<file path="src/b64d_pkg.sv">
package b64d_pkg;

   typedef struct packed {
      logic [7:0] char_in;
      logic       end_of_message;
   } req_type;

   typedef struct packed {
      logic [7:0] byte_out;
      logic       byte_valid;
      logic       bad_char;
      logic       message_done;
   } rsp_type;

   typedef enum logic [1:0] {
      CLS_BLANK,
      CLS_PAD,
      CLS_DATA,
      CLS_BAD
   } cls_type;

   typedef struct packed {
      cls_type    cls;
      logic [5:0] value;
      logic       last;
   } tok_type;

   localparam logic [7:0] CHAR_SPACE = 8'h20;
   localparam logic [7:0] CHAR_TAB   = 8'h09;
   localparam logic [7:0] CHAR_CR    = 8'h0D;
   localparam logic [7:0] CHAR_PAD   = 8'h3D;
   localparam logic [7:0] CHAR_PLUS  = 8'h2B;
   localparam logic [7:0] CHAR_SLASH = 8'h2F;
   localparam logic [7:0] CHAR_UC_A  = 8'h41;
   localparam logic [7:0] CHAR_UC_Z  = 8'h5A;
   localparam logic [7:0] CHAR_LC_A  = 8'h61;
   localparam logic [7:0] CHAR_LC_Z  = 8'h7A;
   localparam logic [7:0] CHAR_DIG_0 = 8'h30;
   localparam logic [7:0] CHAR_DIG_9 = 8'h39;

   function automatic tok_type classify(input req_type r);
      tok_type    t;
      logic [7:0] c;
      c       = r.char_in;
      t.last  = r.end_of_message;
      t.value = 6'd0;
      t.cls   = CLS_BAD;
      if (c == CHAR_SPACE || (c >= CHAR_TAB && c <= CHAR_CR)) begin
         t.cls = CLS_BLANK;
      end else if (c == CHAR_PAD) begin
         t.cls = CLS_PAD;
      end else if (c >= CHAR_UC_A && c <= CHAR_UC_Z) begin
         t.cls   = CLS_DATA;
         t.value = 6'(c - CHAR_UC_A);
      end else if (c >= CHAR_LC_A && c <= CHAR_LC_Z) begin
         t.cls   = CLS_DATA;
         t.value = 6'(c - CHAR_LC_A + 8'd26);
      end else if (c >= CHAR_DIG_0 && c <= CHAR_DIG_9) begin
         t.cls   = CLS_DATA;
         t.value = 6'(c - CHAR_DIG_0 + 8'd52);
      end else if (c == CHAR_PLUS) begin
         t.cls   = CLS_DATA;
         t.value = 6'd62;
      end else if (c == CHAR_SLASH) begin
         t.cls   = CLS_DATA;
         t.value = 6'd63;
      end
      return t;
   endfunction

endpackage

</file>
<file path="src/b64d_front.sv">
module b64d_front (
   input  logic              clock,
   input  logic              reset,
   input  logic              req_valid,
   output logic              req_stall,
   input  b64d_pkg::req_type req,
   output logic              tok_valid,
   input  logic              tok_stall,
   output b64d_pkg::tok_type tok
);

   logic              valid_ff, valid_in;
   b64d_pkg::tok_type tok_ff;
   logic              take;

   assign req_stall = valid_ff && tok_stall;
   assign take      = req_valid && !req_stall;

   always_comb begin
      valid_in = valid_ff;
      if (take) begin
         valid_in = 1'b1;
      end else if (!tok_stall) begin
         valid_in = 1'b0;
      end
   end

   always_ff @(posedge clock) begin
      if (reset) begin
         valid_ff <= 1'b0;
      end else begin
         valid_ff <= valid_in;
      end
   end

   always_ff @(posedge clock) begin
      if (take) begin
         tok_ff <= b64d_pkg::classify(req);
      end
   end

   assign tok_valid = valid_ff;
   assign tok       = tok_ff;

endmodule

</file>
<file path="src/b64d_queue.sv">
module b64d_queue (
   input  logic              clock,
   input  logic              reset,
   input  logic              in_valid,
   output logic              in_stall,
   input  b64d_pkg::tok_type in_tok,
   output logic              out_valid,
   input  logic              out_stall,
   output b64d_pkg::tok_type out_tok
);

   b64d_pkg::tok_type entry_ff [2];
   logic              wr_ptr_ff, wr_ptr_in;
   logic              rd_ptr_ff, rd_ptr_in;
   logic [1:0]        count_ff, count_in;
   logic              push, pop;

   assign in_stall  = (count_ff == 2'd2);
   assign out_valid = (count_ff != 2'd0);
   assign push      = in_valid && !in_stall;
   assign pop       = out_valid && !out_stall;
   assign out_tok   = entry_ff[rd_ptr_ff];

   always_comb begin
      wr_ptr_in = push ? !wr_ptr_ff : wr_ptr_ff;
      rd_ptr_in = pop ? !rd_ptr_ff : rd_ptr_ff;
      count_in  = count_ff + 2'(push) - 2'(pop);
   end

   always_ff @(posedge clock) begin
      if (reset) begin
         wr_ptr_ff <= 1'b0;
         rd_ptr_ff <= 1'b0;
         count_ff  <= 2'd0;
      end else begin
         wr_ptr_ff <= wr_ptr_in;
         rd_ptr_ff <= rd_ptr_in;
         count_ff  <= count_in;
      end
   end

   always_ff @(posedge clock) begin
      if (push) begin
         entry_ff[wr_ptr_ff] <= in_tok;
      end
   end

endmodule

</file>
<file path="src/b64d_back.sv">
module b64d_back (
   input  logic              clock,
   input  logic              reset,
   input  logic              tok_valid,
   output logic              tok_stall,
   input  b64d_pkg::tok_type tok,
   output logic              rsp_valid,
   input  logic              rsp_stall,
   output b64d_pkg::rsp_type rsp
);

   logic [5:0]        store_ff, store_in;
   logic [1:0]        pairs_ff, pairs_in;
   logic              pad_ff, pad_in;
   logic              err_ff, err_in;
   logic              valid_ff, valid_in;
   b64d_pkg::rsp_type rsp_ff, rsp_in;
   logic              pop, emit;

   assign tok_stall = valid_ff && rsp_stall;
   assign pop       = tok_valid && !tok_stall;

   always_comb begin
      store_in = store_ff;
      pairs_in = pairs_ff;
      pad_in   = pad_ff;
      err_in   = err_ff;
      rsp_in   = '0;
      if (!pad_ff && !err_ff) begin
         unique case (tok.cls)
            b64d_pkg::CLS_BLANK: begin
            end
            b64d_pkg::CLS_PAD: begin
               pad_in = 1'b1;
            end
            b64d_pkg::CLS_BAD: begin
               err_in          = 1'b1;
               rsp_in.bad_char = 1'b1;
            end
            b64d_pkg::CLS_DATA: begin
               unique case (pairs_ff)
                  2'd0: begin
                     store_in = tok.value;
                     pairs_in = 2'd3;
                  end
                  2'd1: begin
                     rsp_in.byte_out   = {store_ff[1:0], tok.value};
                     rsp_in.byte_valid = 1'b1;
                     store_in          = 6'd0;
                     pairs_in          = 2'd0;
                  end
                  2'd2: begin
                     rsp_in.byte_out   = {store_ff[3:0], tok.value[5:2]};
                     rsp_in.byte_valid = 1'b1;
                     store_in          = {4'd0, tok.value[1:0]};
                     pairs_in          = 2'd1;
                  end
                  2'd3: begin
                     rsp_in.byte_out   = {store_ff, tok.value[5:4]};
                     rsp_in.byte_valid = 1'b1;
                     store_in          = {2'd0, tok.value[3:0]};
                     pairs_in          = 2'd2;
                  end
                  default: begin
                  end
               endcase
            end
            default: begin
            end
         endcase
      end
      rsp_in.message_done = tok.last;
      emit = rsp_in.byte_valid || rsp_in.bad_char || tok.last;
      // message boundary clears everything for the next message
      if (tok.last) begin
         store_in = 6'd0;
         pairs_in = 2'd0;
         pad_in   = 1'b0;
         err_in   = 1'b0;
      end
      valid_in = valid_ff && rsp_stall;
      if (pop && emit) begin
         valid_in = 1'b1;
      end
   end

   always_ff @(posedge clock) begin
      if (reset) begin
         store_ff <= 6'd0;
         pairs_ff <= 2'd0;
         pad_ff   <= 1'b0;
         err_ff   <= 1'b0;
         valid_ff <= 1'b0;
      end else begin
         valid_ff <= valid_in;
         if (pop) begin
            store_ff <= store_in;
            pairs_ff <= pairs_in;
            pad_ff   <= pad_in;
            err_ff   <= err_in;
         end
      end
   end

   always_ff @(posedge clock) begin
      if (pop && emit) begin
         rsp_ff <= rsp_in;
      end
   end

   assign rsp_valid = valid_ff;
   assign rsp       = rsp_ff;

endmodule

</file>
<file path="src/base64_stream_decoder.sv">
// channel | ports                        | word
// input   | req_valid, req_stall, req    | one character and its end-of-message flag
// result  | rsp_valid, rsp_stall, rsp    | one decoded byte, error flag or end mark
//
// one character accepted per cycle while req_stall is low
// path: classify register, two-entry queue, decode state and result register
// reset (synchronous) empties all stages and clears the decode state
// a stall on the result side backs up the queue before it reaches the input
module base64_stream_decoder (
   input  logic              clock,
   input  logic              reset,
   input  logic              req_valid,
   output logic              req_stall,
   input  b64d_pkg::req_type req,
   output logic              rsp_valid,
   input  logic              rsp_stall,
   output b64d_pkg::rsp_type rsp
);

   logic              f_valid, f_stall;
   b64d_pkg::tok_type f_tok;
   logic              q_valid, q_stall;
   b64d_pkg::tok_type q_tok;

   b64d_front u_front (
      .clock     (clock),
      .reset     (reset),
      .req_valid (req_valid),
      .req_stall (req_stall),
      .req       (req),
      .tok_valid (f_valid),
      .tok_stall (f_stall),
      .tok       (f_tok)
   );

   b64d_queue u_queue (
      .clock     (clock),
      .reset     (reset),
      .in_valid  (f_valid),
      .in_stall  (f_stall),
      .in_tok    (f_tok),
      .out_valid (q_valid),
      .out_stall (q_stall),
      .out_tok   (q_tok)
   );

   b64d_back u_back (
      .clock     (clock),
      .reset     (reset),
      .tok_valid (q_valid),
      .tok_stall (q_stall),
      .tok       (q_tok),
      .rsp_valid (rsp_valid),
      .rsp_stall (rsp_stall),
      .rsp       (rsp)
   );

endmodule

</file>
<file path="config.mk">
export PLATFORM = sky130hd
export DESIGN_NAME = base64_stream_decoder
export DESIGN_NICKNAME = d
export VERILOG_FILES = /design/src/b64d_pkg.sv /design/src/b64d_front.sv /design/src/b64d_queue.sv /design/src/b64d_back.sv /design/src/base64_stream_decoder.sv
export SDC_FILE = /design/constraint.sdc
export NUM_CORES = 1
export LEC_CHECK = 0
export BUFFER_PORTS_ARGS = -buffer_cell sky130_fd_sc_hd__buf_2
export CELL_PAD_IN_SITES_DETAIL_PLACEMENT = 1
export CELL_PAD_IN_SITES_GLOBAL_PLACEMENT = 2
export CORE_ASPECT_RATIO = 0.7
export CORE_MARGIN = 2
export CORE_UTILIZATION = 36
export DETAILED_ROUTE_END_ITERATION = 10
export PLACE_DENSITY_LB_ADDON = 0.15
export SLEW_MARGIN = 40
export SYNTH_ARGS = -nofsm -noshare
export SYNTH_HDL_FRONTEND = slang
export SYNTH_HIERARCHICAL = 1
export SYNTH_SLANG_ARGS = --single-unit
</file>
<file path="constraint.sdc">
create_clock -name clock -period 2.25 [get_ports clock]
set_input_delay 0.45 -clock clock [delete_from_list [all_inputs] [get_ports clock]]
set_output_delay 0.45 -clock clock [all_outputs]
set_load 0.01 [all_outputs]
</file>
; Word-level counts from Yosys, hierarchy flattened
; Memory sizes are Yosys's and may differ from the RTL's. A register that Yosys moved wholly into a read port is not among the register bits.
; Index checks and enable logic that the tools add are counted.
[classes]
add_sub_neg = 7
eq_ne = 12
n_reduce_logical = 32
order_cmp = 8
n_mux = 31
[op_table]
columns = operator, n
row1 = == test 8 x 6 -> 1 bit (second input constant), 4
row2 = one-hot mux 9 bit (3 select lines), 1
row3 = two-way mux 8 bit, 3
row4 = one-hot mux 6 bit (4 select lines), 1
row5 = two-way mux 6 bit, 3
row6 = greater-or-equal comparator 8 x 7 -> 1 bit (second input constant), 2
row7 = less-or-equal comparator 8 x 7 -> 1 bit (second input constant), 2
row8 = two-way mux 1 bit, 16
row9 = two-way mux 7 bit, 2
row10 = subtractor 6 bit (second input constant), 2
row11 = logical AND 1 bit, 11
row12 = == test 2 bit (second input constant), 5
row13 = nonzero test 2 bit, 5
row14 = AND reduction 3 bit, 3
row15 = greater-or-equal comparator 8 x 4 -> 1 bit (second input constant), 1
row16 = greater-or-equal comparator 8 x 6 -> 1 bit (second input constant), 1
row17 = less-or-equal comparator 8 x 4 -> 1 bit (second input constant), 1
row18 = less-or-equal comparator 8 x 6 -> 1 bit (second input constant), 1
row19 = two-way mux 2 bit, 4
row20 = one-hot mux 2 bit (4 select lines), 1
row21 = logical NOT 1 bit, 7
row22 = adder 6 x 5 -> 6 bit (second input constant), 1
row23 = adder 6 bit (second input constant), 1
row24 = subtractor 6 x 1 -> 6 bit (second input constant), 1
row25 = 8 further kinds, 11
[word_totals]
ram_bits = 18
word_cells = 108
n_memories = 1
ff_bits = 36
input_bits = 13
output_inout_bits = 13
[memory_table]
columns = name, depth, width, rd, rd_ports_with_merged_regs, write_ports, line_no
row1 = u_queue.entry_ff, 2, 9, 1, 1, 1, b64d_queue.sv:12  ; b64d_pkg::tok_type entry_ff [2];

; Logic depth before layout (Yosys ltp)
; Gate-level depths: netlist of run 1.
[logic_depth]
word_depth = 8
mapped_depth = 9
depth_no_buf = 8

; Cells and area by module
; The synthesis of run 1 kept the hierarchy.
[by_module_without_submodules]
columns = module, seq_area_each_um2, cells_per_inst, area_per_inst_um2, n_inst
row1 = b64d_back, 550.5, 100, 1058.5, 1
row2 = b64d_front, 290.3, 104, 969.7, 1
row3 = b64d_queue, 640.6, 56, 882.1, 1

; Worst setup path before layout of run 1
; No wires, ideal clock.
[synth_path]
path_type = input to register
start = input req[3] (netlist name)
end = register u_front.tok_ff, in the netlist u_front/tok[7], data pin
required_time_ps = 2104
path_slack_ps = 64
path_buffers = 1
path_stages = 8
setup_time_ps = 146
t_arrival_ps = 2040
cell_sequence = buf_2 inv_1 ha_1 and2b_2 a2bb2oi_1 nor2_1 or4_1 a21oi_1
[synth_between]
elab_chain_len = 7
elab_cells_between_ends = 23
classes_between = 8 x order compare / 4 x eq/ne / 6 x mux / 5 x reduce/logical
[synth_lines]
columns = element, line_no
row1 = "start, declared", base64_stream_decoder.sv:14  ; input b64d_pkg::req_type req,
row2 = "parallel branches: the longest is 7 deep, another holds greater-or-equal comparator 8 x 6 -> 1 bit", -
row3 = "end signal, assigned", b64d_front.sv:38  ; tok_ff <= b64d_pkg::classify(req);
row4 = "end, declared", b64d_front.sv:13  ; b64d_pkg::tok_type tok_ff;
; Parallel ways; which one is timed is not known.
; A chain may end at the register's enable or synchronous reset.

; Worst setup path in the final report of run 1
[layout_path]
start = input req[2] (netlist name)
end = register u_front.tok_ff, in the netlist u_front/tok[7], data pin
; Same word-level chain as after synthesis.

==> impl_metrics.py, run 1 <==
metrics = {
    "status": {
        "status": "finished clean",
    },
    "timing": {
        "unrepaired_setup_endpoints_after_global_routing": "no",
        "setup_viol": 0,
        "timing.final.max_slew_violations": 0,
        "max_clock_freq_mhz": 477,
        "worst_slew_pin_slew_ns": 0.567,
        "period_needed_ns": 2.10,
        "period_share_pct": 93.2,
        "finalClockSkew_ns": 0.00740,
        "timing.slew.headroom_pct": 61.8,
        "worst_hold_slack_ns": 0.333,
        "hold_viol_final": 0,
    },
    "worst_setup_path": {
        "cp.arrival_ns": 2.24,
        "r2r_slack_ns": 0.16,
        "critPathSlowestCell": "sky130_fd_sc_hd__or4_1",
        "critical_path.startpoint_type": "primary input",
        "timing_worst_setup_path_type": "in2reg",
        "critical_path.reg2reg.endpoint": "u_back/store_ff[4]",
        "path_max_fanout": 7,
        "critical_path.cell_chain": "buf_2, inv_1, ha_1, nand2b_1, a211o_1, nor4bb_1, buf_4, or4_1, a21oi_1",
        "cp-end-kind": "register",
        "cp_peak_stage_delay_ns": 0.49,
        "critical_path_required_ns": 2.40,
        "reg2regPathDepth": 4,
    },
    "routing": {
        "route.layer.met1.wl_um": 3580,
        "viasPerCell": 5.43,
        "initialDrtViolationCount": 127,
        "totalWireLength_um": 7100,
        "routed-wl-met3_um": 427,
        "drt-pass1-iter-count": 5,
        "postRouteAntennaNets": 0,
        "drt_drc_violations_left": 0,
        "dr.max_layer_used": "met4",
        "detailroute.via_count": 2243,
        "routed-wl-met2_um": 3030,
        "post_drt_wl_per_cell_um": 17.2,
    },
    "power": {
        "power.ir.vdd_worst_v": 0.000431,
        "power.share.switching_pct": 31.8,
        "cellPowerDensity_nw_per_um2": 890,
        "intPower_mw": 2.12,
        "static-leakage-power_nw": 1.37,
        "pwr-share-clk_pct": 24.5,
        "power.net_switching_mw": 0.991,
        "p_seq_share_pct": 44.2,
        "comb_power_share_pct": 31.3,
    },
    "synth": {
        "async_flop_share_pct": 0,
        "synth.distinct_cells": 56,
        "synthesis.area_um2": 2910,
        "synth_enable_flop_cells": 38,
        "mappedNetlistNets": 290,
        "synthesis.yosys.warnings": 6,
        "postSynthRegisterBits": 55,
        "postSynthCellCount": 260,
        "synth-main-ff-cell": "sky130_fd_sc_hd__edfxtp_1",
        "seq_total_area_yosys_pct": 50.9,
        "synth_area_per_cell_um2": 11.2,
    },
    "cts": {
        "clkTransAtPathRegs_ns": 0.07,
        "clock_insertion_delay_worst_skew_ns": 0.29,
        "postCtsSetupBuffers": 0,
        "tritoncts_clock_tree": "done",
        "numClockSinks": 55,
        "cts_buffers": 5,
        "cts-hold-fix-buffers": 0,
        "cts.htree.levels": 2,
        "cts_root_buffer": "sky130_fd_sc_hd__clkbuf_16",
        "postCtsResizedCells": 0,
        "ctsLongestPathBuffers": 2,
    },
    "final_layout": {
        "antennaDiodeCount": 0,
        "final_nets": 341,
        "drive_gt1_share_pct": 26.0,
        "layout.cell_area.non_filler_um2": 3500,
        "area_growth_pct": 20.2,
    },
    "worst_hold_path": {
        "hold_class": "in2reg",
        "min_from": "req[0]",
        "hold_depth": 1,
        "sink_of_the_worst_hold_path": "u_front/tok[0]",
    },
    "place": {
        "placed_cell_area_um2": 3350,
        "place.gp.congestion": 0.820,
        "dpl.hpwl_um": 5600,
        "io_buffers": 25,
    },
    "job": {
        "maxCapViolCount": 0,
    },
    "global_routing": {
        "grt_pass1_wl_um": 11800,
        "antenna_found_initial": 0,
        "grt_start_max_net_pins": 17,
        "grt.total_usage_pct": 17.0,
        "globalRouteOverflowTotal": 0,
        "number_of_global_route_vias_before_repair": 2270,
    },
    "floorplanning": {
        "floorplan.die.width_um": 111,
        "fp-row-count": 27,
        "initial_core_util_pct": 37.1,
        "die_height_um": 79.2,
        "core_area_um2": 7840,
        "dieArea_um2": 8830,
        "top_level_ports": 26,
    },
}
==> sequential cells by signal, indices dropped and copies added (netlist names), named ones only <==
register and count:
u_back/err_ff 1, u_back/pad_ff 1, u_back/pairs_ff 2, u_back/rsp 11, u_back/rsp_valid 1, u_back/store_ff 6
u_front/tok 9, u_front/tok_valid 1, u_queue/count_ff 2, u_queue/entry_ff 18, u_queue/rd_ptr_ff 1, u_queue/wr_ptr_ff 1
==> cell usage after synthesis, drive strengths merged, types with 2 or more instances <==
cell / count / area (um2)
a211oi: 4 / 30.0
a21oi: 14 / 70.1
a222oi: 8 / 80.1
a31oi: 5 / 31.3
a32o: 4 / 40.0
and2: 4 / 25.0
buf: 8 / 42.5
clkbuf: 5 / 18.8
dfxtp: 17 / 340
edfxtp: 38 / 1140
ha: 17 / 213
inv: 17 / 63.8
mux2: 9 / 101
mux2i: 3 / 30.0
nand2: 13 / 48.8
nand2b: 4 / 27.5
nand3: 4 / 20.0
nand3b: 2 / 15.0
nor2: 22 / 82.6
nor2b: 2 / 12.5
nor3: 2 / 10.0
nor3b: 2 / 15.0
nor4: 3 / 18.8
nor4b: 3 / 26.3
nor4bb: 2 / 20.0
o211ai: 2 / 15.0
o21ai: 6 / 30.0
o21bai: 2 / 15.0
o31ai: 2 / 15.0
or3: 3 / 18.8
or4: 4 / 30.0
xnor2: 6 / 52.6
xor2: 4 / 35.0
==> cells in the final DEF (no fill, tap or decap), drive strengths merged, types with 8 or more instances in the layout <==
cell and n:
a21oi 14, a222oi 8, buf 57, dfxtp 17
edfxtp 38, ha 17, inv 17, mux2 9
nand2 13, nor2 22
==> worst max-delay path, delay by kind of cell <==
kind            cells  cell delay, ns
simple gates        3            0.82
compound gates      2            0.49
buf+inv             3            0.31
fa+ha+maj           1            0.19
==> per-layer routing <==
layer | up-vias | track usage (%)
met5 | - | 0
met4 | 0 | 4.07
met3 | 4 | 4.27
met2 | 57 | 26.8
met1 | 1103 | 23.6
li1 | 1079 | -
==> cell families (layout without fill, tap and decap cells) <==
family	count (synthesis)	count (layout)	share of synthesized area [%]
AND/OR/NAND/NOR	76	76	14.6
AO/OA/AOI/OAI	60	60	15.4
flip-flops	55	55	50.9
buffers and inverters	30	82	4.30
adder cells (fa/ha/maj)	17	17	7.31
multiplexers	12	12	4.51
XOR/XNOR	10	10	3.01
==> power by group through the flow <==
stage | clock, mW | combinational, mW | sequential, mW
after global routing | 0.822 | 1.10 | 1.40
after global placement | 0 | 0.965 | 1.39
after detailed placement | 0 | 0.981 | 1.40
final | 0.762 | 0.975 | 1.38
after CTS | 0.787 | 0.985 | 1.38
after floorplan | 0 | 0.594 | 1.41
==> cell type report <==
class                           count  area [um2]
Tap cell                          101         126
Inverter                           17        63.8
Clock inverter                      2        12.5
Clock buffer                        6         129
Sequential cell                    55        1480
Fill cell                         881        4340
Multi-Input combinational cell    175        1310
Timing Repair Buffer               57         378
==> how the worst max path moves through the flow <==
stage	cells after the start	slack (ns)	startpoint	to
floorplan	8	0.06	req[3]	u_front/tok[7]
global placement	9	-0.06	req[2]	u_front/tok[7]
detailed placement	9	-0.17	req[2]	u_front/tok[7]
CTS	4	0.05	register	u_back/store_ff[4]
global route	5	0.02	register	u_back/store_ff[0]
finish	9	0.15	req[2]	u_front/tok[7]
==> metrics by stage <==
step / total power [mW] / worst slack, ns / instances / utilization [%] / setup TNS, ns
after floorplan: 2.01 / 0.0642 / 260 / - / 0
after global placement: 2.36 / -0.0648 / 405 / 42.8 / -0.144
after detailed placement: 2.38 / -0.173 / 405 / 42.8 / -0.407
after CTS: 3.15 / 0.0511 / 413 / 44.6 / 0
after global routing: 3.32 / 0.0159 / 413 / 44.6 / 0
final: 3.11 / 0.152 / 413 / 44.6 / 0
(Power assumes the default switching activity.)
==> run 2: changes to the inputs <==
--- a/config.mk
+++ b/config.mk
@@ -7,10 +7,10 @@
 export LEC_CHECK = 0
 export BUFFER_PORTS_ARGS = -buffer_cell sky130_fd_sc_hd__buf_2
 export CELL_PAD_IN_SITES_DETAIL_PLACEMENT = 1
-export CELL_PAD_IN_SITES_GLOBAL_PLACEMENT = 2
+export CELL_PAD_IN_SITES_GLOBAL_PLACEMENT = 1
 export CORE_ASPECT_RATIO = 0.7
 export CORE_MARGIN = 2
-export CORE_UTILIZATION = 36
+export CORE_UTILIZATION = 43
 export DETAILED_ROUTE_END_ITERATION = 10
 export PLACE_DENSITY_LB_ADDON = 0.15
 export SLEW_MARGIN = 40
==> impl_metrics.py, run 2 (same netlist as run 1, synthesis figures left out) <==
metrics = {
    "final_layout": {
        "top_register": "u_queue/entry_ff",
        "commonest_non_fill_non_tap_cell_in_the_layout": "sky130_fd_sc_hd__edfxtp_1",
        "largest_register_ffs": 18,
        "post-route-util_pct": 52.5,
        "area_growth_pct": 20.2,
        "mostFrequentLayoutCells": "sky130_fd_sc_hd__edfxtp_1, sky130_fd_sc_hd__buf_4, sky130_fd_sc_hd__buf_2",
        "finalNonFillerCells": 411,
        "antennaDiodeCount": 0,
        "drive_gt1_share_pct": 28.7,
        "layout.cell_area.non_filler_um2": 3500,
        "final_nets": 346,
    },
    "routing": {
        "post_drt_wl_per_cell_um": 16.4,
        "initialDrtViolationCount": 202,
        "postRouteAntennaNets": 0,
        "drt_drc_violations_left": 0,
        "viasPerCell": 5.46,
        "totalWireLength_um": 6740,
        "drt-pass1-iter-count": 5,
        "detailroute.via_count": 2243,
    },
    "power": {
        "intPower_mw": 1.94,
        "power.ir.vdd_worst_v": 0.000293,
        "total_power_mw": 2.94,
        "pwr-share-clk_pct": 19.7,
        "cellPowerDensity_nw_per_um2": 840,
        "power.net_switching_mw": 0.996,
        "power.share.switching_pct": 33.9,
        "p_seq_share_pct": 46.8,
        "comb_power_share_pct": 33.6,
        "static-leakage-power_nw": 1.38,
    },
    "global_routing": {
        "grt_pass1_wl_um": 10800,
        "grt.total_usage_pct": 19.0,
        "antenna_found_initial": 0,
        "grt_start_max_net_pins": 20,
        "number_of_global_route_vias_before_repair": 2183,
        "globalRouteOverflowTotal": 0,
    },
    "floorplanning": {
        "top_level_ports": 26,
        "initial_core_util_pct": 43.7,
        "dieArea_um2": 7450,
        "fp-row-count": 25,
        "die_height_um": 72.8,
        "core_area_um2": 6660,
        "floorplan.die.width_um": 102,
    },
    "job": {
        "maxCapViolCount": 0,
    },
    "worst_setup_path": {
        "critical_path.startpoint_type": "primary input",
        "critical_path_required_ns": 2.42,
        "cp-end-kind": "register",
        "r2r_slack_ns": 0.20,
        "timing_worst_setup_path_type": "in2reg",
        "critical_path.reg2reg.endpoint": "u_back/store_ff[4]",
        "path_max_fanout": 3,
        "cp.arrival_ns": 2.33,
        "reg2regPathDepth": 4,
    },
    "place": {
        "post-place-ws_ns": -0.244,
        "dpl.hpwl_um": 5180,
        "place.gp.congestion": 0.854,
        "io_buffers": 25,
        "placed_cell_area_um2": 3370,
        "total_placed_cells_including_tap_cells": 403,
    },
    "timing": {
        "setup_viol": 0,
        "timing.slew.headroom_pct": 57.6,
        "finalClockSkew_ns": 0.0102,
        "unrepaired_setup_endpoints_after_global_routing": "no",
        "worst_slew_pin_slew_ns": 0.629,
        "period_needed_ns": 2.15,
        "max_clock_freq_mhz": 465,
        "worst_hold_slack_ns": 0.313,
        "timing.final.max_slew_violations": 0,
        "setup_slack_of_the_critical_path_after_layout_ns": 0.0987,
        "period_share_pct": 95.6,
        "hold_viol_final": 0,
        "sum_of_negative_setup_slack_ns": 0,
    },
    "worst_hold_path": {
        "sink_of_the_worst_hold_path": "u_front/tok[0]",
        "hold_depth": 1,
        "hold_class": "in2reg",
        "min_from": "req[0]",
    },
    "cts": {
        "clock_insertion_delay_worst_skew_ns": 0.31,
        "clkTransAtPathRegs_ns": 0.11,
        "cts_root_buffer": "sky130_fd_sc_hd__clkbuf_8",
        "cts_buffers": 5,
        "numClockSinks": 55,
        "cts-hold-fix-buffers": 0,
        "cts.htree.levels": 2,
        "ctsLongestPathBuffers": 2,
        "tritoncts_clock_tree": "done",
    },
    "status": {
        "status": "finished clean",
    },
}
run 2: worst max-delay path: stages:
cell	delay, ns
sky130_fd_sc_hd__buf_2	0.09
sky130_fd_sc_hd__inv_1	0.06
sky130_fd_sc_hd__ha_1	0.21
sky130_fd_sc_hd__nand2b_4	0.15
sky130_fd_sc_hd__a211o_1	0.30
sky130_fd_sc_hd__nor4bb_1	0.14
sky130_fd_sc_hd__buf_4	0.14
sky130_fd_sc_hd__buf_4	0.14
sky130_fd_sc_hd__or4_1	0.47
sky130_fd_sc_hd__a21oi_1	0.17
run 2: layout make-up:
type	count	area [um2]
Fill cell	751	3170
Sequential cell	55	1480
Multi-Input combinational cell	175	1340
Timing Repair Buffer	62	403
Tap cell	94	118
Clock buffer	5	68.8
Inverter	17	63.8
Clock inverter	3	27.5
run 2: how the worst max path moves through the flow:
stage | start | to | cells past startpoint
global placement | req[2] | u_front/tok[5] | 10
global route | req[2] | u_front/tok[7] | 10
CTS | req[2] | u_front/tok[7] | 10
finish | req[2] | u_front/tok[7] | 10
detailed placement | req[2] | u_front/tok[7] | 10
floorplan | req[3] | u_front/tok[7] | 8
run 2: routing by layer:
metal  GRT usage (%)  part of all wire [%]  up-vias
li1                -                     -     1093
met1            27.9                    51     1099
met2            29.2                    45       46
met3            3.45                   3.6        5
met4            4.89                  0.59        0
met5               0                     0        -
run 2: timing repair:
action / in CTS / in global routing
setup endpoints to repair: 0 / 8
resized for setup: 0 / 6
setup buffers: 0 / 0
run 2: power groups by stage:
stage / logic [mW] / registers (mW) / clock network, mW
4_1_cts: 0.974 / 1.38 / 0.601
3_3_place_gp: 0.944 / 1.39 / 0
2_1_floorplan: 0.594 / 1.41 / 0
6_report: 0.986 / 1.37 / 0.578
5_1_grt: 1.10 / 1.40 / 0.646
3_5_place_dp: 0.966 / 1.40 / 0
